**config.mk**
```make
export PLATFORM = sky130hd
export DESIGN_NAME = sipt_dly
export DESIGN_NICKNAME = d
export VERILOG_FILES = /design/src/rtl/sipt_dly.sv
export SDC_FILE = /design/constraint.sdc
export NUM_CORES = 1
export LEC_CHECK = 0
export ABC_AREA = 1
export BUFFER_PORTS_ARGS = -buffer_cell sky130_fd_sc_hd__buf_2
export CORE_ASPECT_RATIO = 1.2
export CORE_MARGIN = 2
export CORE_UTILIZATION = 51
export DETAILED_ROUTE_END_ITERATION = 6
export PLACE_DENSITY = 0.74
export SLEW_MARGIN = 15
export SYNTH_ARGS = -nofsm -noshare
export SYNTH_HDL_FRONTEND = slang
export SYNTH_SLANG_ARGS = --single-unit
```
**constraint.sdc**
```tcl
create_clock -name i_clk -period 0.8 [get_ports i_clk]
set_input_delay 0.08 -clock i_clk [delete_from_list [all_inputs] [get_ports i_clk]]
set_output_delay 0.08 -clock i_clk [all_outputs]
set_load 0.05 [all_outputs]
```
**src/rtl/sipt_dly.sv**
```systemverilog
// stall-aware delay line for sideband data
module sipt_dly #(
    parameter int W = 8,
    parameter int D = 4
) (
    input  logic         i_clk,
    input  logic         i_en,
    input  logic [W-1:0] i_d,
    output logic [W-1:0] o_q
);

    logic [W-1:0] r_q [D];

    always_ff @(posedge i_clk) begin
        if (i_en) begin
            r_q[0] <= i_d;
            for (int k = 1; k < D; k++) begin
                r_q[k] <= r_q[k-1];
            end
        end
    end

    assign o_q = r_q[D-1];

endmodule

```
==> metrics.cfg <==
[outcome]
outcome=complete, but fails checks
violations=setup timing

[floorplanning]
io-pin-count=18
dieArea_um2=2250
die_w_um=43.6
die_height_um=51.6
row_count=17
core_region_area_um2=1810
start_util=0.531

[logic_synthesis]
synth_edf_count=32
synthArstFlopShare=0
post-synth-top-area-cell=edfxtp_1
syn-num-nets=42
yosysMostFrequentCell=edfxtp_1
synth.area.top_cells=edfxtp_1
synth.distinct_cells=1
synth_seq_cells=32
synth_top_area_share=1.00
syn-cell-area_um2=961
synthCells=32
ys.flop_type=edfxtp_1
synth_warnings=0
postSynthAreaPerCell_um2=30.0
ys_seq_area_frac=1.00
synthTopCellsByCount=edfxtp_1

[timing]
fmax_mhz=1050
tightest_slew_ns=0.109
hold_viol=0
slew_viol_final=0
maxSlewHeadroom=0.928
worst_slack_ns=-0.151
setup_viol=8
rsz0062_at_grt=true
holdWs_ns=0.183
clock_skew_ns=0.00425
fin_setup_tns_ns=-1.15
finalCritPeriodShare=1.19
finalCriticalPeriod_ns=0.951

[hold_path]
hold_path_depth=2
min_to=r_q[0][7]$_DFFE_PP_
min_from=i_en
min_path_type=in2reg

[critical_path]
worst-setup-path-type=reg2out
r2r_start=r_q[0][6]$_DFFE_PP_
critPathArrivalTime_ns=0.87
cp_max_fo=1
reg2reg_depth=0
path_cells=buf_6
slowest_stage=edfxtp_1
crit_start=r_q[3][6]$_DFFE_PP_
r2r-end=r_q[1][6]$_DFFE_PP_
crit_family=flip-flops
cp.required_ns=0.72
start_kind=flop
crit_buf_inv=1
cpPeakStageDelay_ns=0.39
r2r_slack_ns=0.16
endpoint_kind=output port

[clocking]
htree_levels=2
clock-sinks=32
cts_tree=done
cts.path.max_buffers=2
clk_pin_slew_worst_paths_ns=0.08
cts_root_buf=clkbuf_4
clk_latency_ns=0.31
cts_buffers=5
cts_setup_buffers=0

[cells_and_area]
fill_cells=98
diodes=0
multi_input_area_um2=0
multi_input_gates=0
regMostFlops=r_q
largest_register_ffs=32
final_nets=76
seq_area_um2=961
area_growth_pct=33.7
post-route-util=0.711
final_cells=85
drive_above_1_share=0.364
largestRegisters=r_q: 32 flops

[route]
ant_nets=0
via_per_inst=4.79
wl_met1_um=409
vias=407
wl_met2_um=550
routed.top_layer=met4
drt-initial-drc-count=3
wl_mm=1.08
post_drt_wl_per_cell_um=12.6
drc=0
first_pass_iters=3
wl_met3_um=90

[global_route]
grt_max_degree=19
track_usage=0.125
overflow=0
grt_first_pass_wirelength_mm=1.79
grt_pass1_vias=421
antenna_found_initial=0

[pwr]
power_mw=2.99
power_density_nw_per_um2=2330
p_leak_nw=0.475
ir_worst_vdd_mv=1.81

[place]
place_inst=70
portBuffers=17
gp_congestion=0.593

[flow_run]
drv_cap=0

## cells by family after synthesis
kind of cell,after synthesis,share of synthesized area
flip-flops,32,1.00
## repair_timing
action,in CTS,in global routing
resized for setup,16,0
hold endpoints to repair,8,0
hold buffers,8,0
endpoints found under the setup margin,8,8
## per-stage QoR
| stage | area (um^2) | worst slack (ns) |
|---|---|---|
| detailed placement | 1110 | 0.113 |
| floorplan | 961 | 0.119 |
| global placement | 1110 | 0.126 |
| global route | 1280 | -0.217 |
| CTS | 1280 | -0.175 |
| finish | 1280 | -0.151 |
## metal layers
| layer | global-route usage | up-vias |
|---|---|---|
| met1 | 0.123 | 185 |
| met2 | 0.191 | 22 |
| met5 | 0 | - |
| li1 | - | 197 |
| met3 | 0.0833 | 3 |
| met4 | 0.0758 | 0 |
## where the power goes
part / switching [mW] / internal (mW) / leakage (nW)
sequential: 0.0294 / 1.97 / 0.313
clock: 0.448 / 0.306 / 0.0261
combinational: 0.131 / 0.102 / 0.136
total: 0.608 / 2.38 / 0.475
## layout by cell type, fill, tap and decap left out, drive strengths merged
master | netlist | layout
edfxtp | 32 | 32
buf | 0 | 19
dlygate4sd3 | 0 | 8
clkbuf | 0 | 5
clkinv | 0 | 2
## worst max path at each step
stage	to	slack (ns)	cells past startpoint
2_1_floorplan	o_q[0]	0.12	0
3_3_place_gp	r_q[3][4]$_DFFE_PP_	0.13	2
3_5_place_dp	r_q[3][1]$_DFFE_PP_	0.11	2
4_1_cts	o_q[1]	-0.18	1
5_1_grt	o_q[3]	-0.22	1
6_report	o_q[6]	-0.15	1
## final cells by class
| type | instances | area share |
|---|---|---|
| flip-flops and latches | 32 | 0.748 |
| clock buffers | 5 | 0.0292 |
| well taps | 19 | 0.0185 |
| clock inverters | 2 | 0.00584 |
| repair buffers | 27 | 0.199 |
(Power assumes the default switching activity.)
