[config.mk]
export PLATFORM = sky130hd
export DESIGN_NAME = sipt_isqrt
export DESIGN_NICKNAME = d
export VERILOG_FILES = /design/src/rtl/sipt_pkg.sv /design/src/rtl/sipt_isqrt.sv
export SDC_FILE = /design/constraint.sdc
export NUM_CORES = 2
export LEC_CHECK = 0
export BUFFER_PORTS_ARGS = -buffer_cell sky130_fd_sc_hd__buf_2
export CORE_ASPECT_RATIO = 2
export CORE_MARGIN = 2
export CORE_UTILIZATION = 35
export DETAILED_ROUTE_END_ITERATION = 10
export GPL_TIMING_DRIVEN = 0
export HOLD_SLACK_MARGIN = 0.03
export PLACE_DENSITY = 0.59
export SETUP_SLACK_MARGIN = 0.3
export SLEW_MARGIN = 10
export SYNTH_ARGS = -nofsm -noshare
export SYNTH_HDL_FRONTEND = slang
export SYNTH_SLANG_ARGS = --single-unit
[constraint.sdc]
create_clock -name i_clk -period 5.7 [get_ports i_clk]
set_input_delay 0.855 -clock i_clk [delete_from_list [all_inputs] [get_ports i_clk]]
set_output_delay 0.855 -clock i_clk [all_outputs]
set_load 0.02 [all_outputs]
[src/rtl/sipt_pkg.sv]
// shared widths, constants and register codes of the sphere inversion unit
package sipt_pkg;

    localparam int FRAC_BITS_DEF = 16;

    localparam int CW     = 32;
    localparam int RADW   = 31;
    localparam int OTW    = 18;
    localparam int CFG_IW = 2;

    localparam int L2W  = 64;
    localparam int LENW = 32;

    localparam logic [RADW-1:0] RADIUS_RST = RADW'(131072);

    localparam logic [CFG_IW-1:0] CFG_CENTER_X = 2'd0;
    localparam logic [CFG_IW-1:0] CFG_CENTER_Y = 2'd1;
    localparam logic [CFG_IW-1:0] CFG_CENTER_Z = 2'd2;
    localparam logic [CFG_IW-1:0] CFG_RADIUS   = 2'd3;

endpackage

[src/rtl/sipt_isqrt.sv]
// pipelined floor integer square root, one result bit per stage
module sipt_isqrt (
    input  logic                     i_clk,
    input  logic                     i_en,
    input  logic [sipt_pkg::L2W-1:0] i_x,
    output logic [sipt_pkg::LENW-1:0] o_root
);

    import sipt_pkg::*;

    localparam int N = L2W / 2;

    logic [L2W-1:0] w_x   [N];
    logic [L2W-1:0] w_res [N];
    logic [L2W-1:0] r_x   [N-1];
    logic [L2W-1:0] r_res [N];

    for (genvar j = 0; j < N; j++) begin : g_st
        logic [L2W-1:0] w_bit;
        logic [L2W-1:0] w_try;
        logic           w_ge;

        if (j == 0) begin : g_first
            assign w_x[j]   = i_x;
            assign w_res[j] = '0;
        end else begin : g_next
            assign w_x[j]   = r_x[j-1];
            assign w_res[j] = r_res[j-1];
        end

        assign w_bit = L2W'(1) << (L2W - 2 - 2 * j);
        assign w_try = w_res[j] + w_bit;
        assign w_ge  = w_x[j] >= w_try;

        always_ff @(posedge i_clk) begin
            if (i_en) begin
                r_res[j] <= w_ge ? (w_res[j] >> 1) + w_bit : w_res[j] >> 1;
            end
        end

        if (j < N - 1) begin : g_carry
            always_ff @(posedge i_clk) begin
                if (i_en) begin
                    r_x[j] <= w_ge ? w_x[j] - w_try : w_x[j];
                end
            end
        end
    end

    assign o_root = r_res[N-1][LENW-1:0];

endmodule

==> reports/metrics.yaml <==
yosys:
  synth_top_area_cell: "edfxtp_1"
  syn_area_per_cell_um2: 12.5
  synth_ff_type: "edfxtp_1"
  synth_cells: 9731
  synth_top_area_share: 0.623
  synth_fp_nets: 10400
  synthesis.area_um2: 121000
  ys_async_sr_fraction: 0
  synth.ff_latch_count: 2512
  ys_types: 91
  seq_area_frac_synth: 0.623
  synth-edff-count: 2512
  synth_area_leaders: "edfxtp_1 62%, ha_1 5.8%, xnor2_1 3.5%"
  yosysWarnings: 0
global_routing:
  grt_max_degree: 181
  antenna_found_initial: 8
  grt_pass1_vias: 86600
  gr-total-overflow: 0
  grt_pass1_wl_um: 540000
  grtUsageTotal: 0.214
floorplanning:
  io_pins: 98
  core-area_um2: 345000
  die_area_um2: 351000
  initial_core_util: 0.352
  die_height_um: 836
  die_x_um: 420
  fp-row-count: 305
setup_path:
  start_kind: "flip-flop"
  required_ps: 6410
  reg2reg_slack_ps: 180
  critPathCaptureType: "flip-flop"
  arrival_ps: 6230
  rr_endpoint: "r_x[1][865]"
  r2r_cells: 13
  crit_type: "reg2reg"
  crit_start: "r_res[7][34]"
  crit-reg2reg-launch: "r_res[7][34]"
  crit_fanout: 12
  crit_end: "r_x[1][865]"
timing:
  worstMarginPinSlew_ps: 1470
  hold_viol_final: 0
  setup_slack_ps: 178
  setup_viol: 0
  rsz0062_at_grt: "false"
  maxSlewHeadroom: 0.0185
  fin_crit_sh: 0.969
  report.final.slew_viol_count: 0
  min_period_ps: 5520
  clock_skew_ps: 113
  fmax_mhz: 181
detailed_routing:
  ant_nets: 0
  via_per_inst: 5.29
  drt_pass1_iterations: 6
  wire_per_inst_um: 25.5
  drt_wl_total_um: 382000
  vias: 79400
  drtIter0Drc: 4052
  route.detailed.drc: 0
final_layout:
  syn2layout_area_growth_pct: 12.9
  nFillCells: 32100
  fin_nets: 10800
  final-seq-area_um2: 75400
  drive_gt1_frac: 0.0701
  stdcell_count: 15000
  multiInputGateArea_um2: 42600
cts:
  clock-sinks: 2512
  cts_tree: "built"
  clk_latency_ps: 980
  clk_pin_slew_worst_paths_ps: 70
  numCtsBuffers: 243
  root_buffer: "clkbuf_16"
  htreeDepth: 4
  cts_max_path_buffers: 4
pwr:
  seqPwrFrac: 0.461
  p_switching_w: 0.0173
  p_int_w: 0.0373
  p_leak_nw: 50.5
  ir_drop_mv: 0.459
  p_clk_frac: 0.297
  switching_share: 0.317
  p_per_area_nw_per_um2: 399
  combPwrFrac: 0.242
placement:
  gp_congestion: 1.02
  dp.final_hpwl_um: 303000
  dp_slack_ps: -1130
  place.port_buffers: 97
  dp_cells: 14500
outcome:
  status: "complete, no violations"
flow_run:
  drv_cap: 0
min_path:
  hold_class: "in2reg"
==> cell usage in the layout (no fill, tap or decap), drive strengths merged, types with 48 or more instances in the layout <==
| master | instances |
|---|---|
| o21ai | 458 |
| a21o | 251 |
| o31ai | 49 |
| inv | 728 |
| or3 | 95 |
| and3 | 51 |
| nor2 | 650 |
| a31oi | 62 |
| edfxtp | 2512 |
| dlygate4sd3 | 50 |
| a211oi | 48 |
| mux2 | 61 |
| buf | 178 |
| nor4b | 52 |
| nor4 | 312 |
| a21oi | 629 |
| nand4 | 160 |
| xor2 | 394 |
| nand2b | 107 |
| nor2b | 72 |
| nor3 | 296 |
| xnor2 | 491 |
| nand2 | 616 |
| clkbuf | 440 |
| ha | 558 |
| clkinv | 109 |
| o21a | 93 |
| nand3 | 170 |
| or4 | 55 |
==> stage by stage <==
step	hold slack [ps]	utilization	setup TNS (ps)	power, W	cell area (um2)
2_1_floorplan	417	-	0	0.0334	121000
3_3_place_gp	426	0.370	-	0.0397	127000
3_5_place_dp	432	0.372	-58850	0.0386	128000
4_1_cts	30.1	0.397	0	0.0548	137000
5_1_grt	52.5	0.397	0	0.0568	137000
6_report	99.4	0.397	0	0.0546	137000
==> synthesized netlist by cell type (62+ instances only) <==
cell type and n:
a21o_1 251, a21oi_1 628, a31oi_1 62, clkbuf_1 157, edfxtp_1 2512, ha_1 558
inv_1 716, nand2_1 616, nand2b_1 107, nand3_1 170, nand4_1 160, nor2_1 650
nor2b_1 72, nor3_1 293, nor4_1 310, o21a_1 93, o21ai_0 454, or3_1 95
xnor2_1 491, xor2_1 394
==> sequential cells by signal (all words and copies together) (netlist names) <==
| name | cells |
|---|---|
| r_res | 528 |
| r_x | 1984 |
==> power by group through the flow <==
stage	registers, W	clock network [W]	logic [W]
floorplan	0.0248	0	0.00858
global placement	0.0269	0	0.0128
detailed placement	0.0255	0	0.0130
CTS	0.0252	0.0165	0.0131
global route	0.0254	0.0171	0.0143
finish	0.0252	0.0162	0.0132
==> cells by family after synthesis <==
group,Yosys count,synth area share
adders and majority gates,558,0.0576
DFF,2512,0.623
buffers and inverters,914,0.0288
AOI/OAI and AO/OA,1911,0.0978
muxes,67,0.00617
xor gates and xnor gates,885,0.0640
and+or+nand+nor,2884,0.123
==> repair_timing <==
item / 4_1_cts / 5_1_grt
endpoints found under the setup margin: 210 / 26
resized for setup: 28 / 17
pin swaps: 2 / 0
setup buffers: 2 / 0
endpoints found under the hold margin: 50 / 0
hold buffers: 50 / 0
==> worst min path at each step <==
stage / cells past startpoint / slack (ps) / from / to
after floorplan: 0 / 420 / r_x[0][413] / r_x[0][477]
after global routing: 1 / 50 / i_x[47] / r_x[0][47]
after CTS: 1 / 30 / i_x[47] / r_x[0][47]
after global placement: 0 / 430 / r_x[0][863] / r_x[0][927]
after detailed placement: 0 / 430 / r_res[7][86] / r_res[7][149]
final: 1 / 100 / i_x[36] / r_x[0][36]
==> routing by layer <==
| layer | GRT usage | share of wire |
|---|---|---|
| met3 | 0.0231 | 0.024 |
| met1 | 0.113 | 0.22 |
| met2 | 0.485 | 0.63 |
| met5 | 0 | 0.000029 |
| met4 | 0.228 | 0.13 |
==> worst max-delay path: stages, from the launching register on <==
cell	delay, ps
edfxtp_1	380
inv_1	60
ha_1	270
clkbuf_1	330
nand4b_1	790
nor3_1	430
nand3_1	660
and4_1	580
and2_1	150
buf_2	150
inv_2	320
clkdlybuf4s15_1	880
nor2_1	90
a21oi_1	190
==> layout make-up <==
type	instances	area share
multi-input combinational	6305	0.311
clock inverter	155	0.0112
clock buffer	285	0.0456
tap	4605	0.0421
buffer	191	0.00599
sequential	2512	0.551
antenna	20	0.000366
inverter	723	0.0198
timing repair buffer	199	0.0127
(Power assumes the default switching activity.)
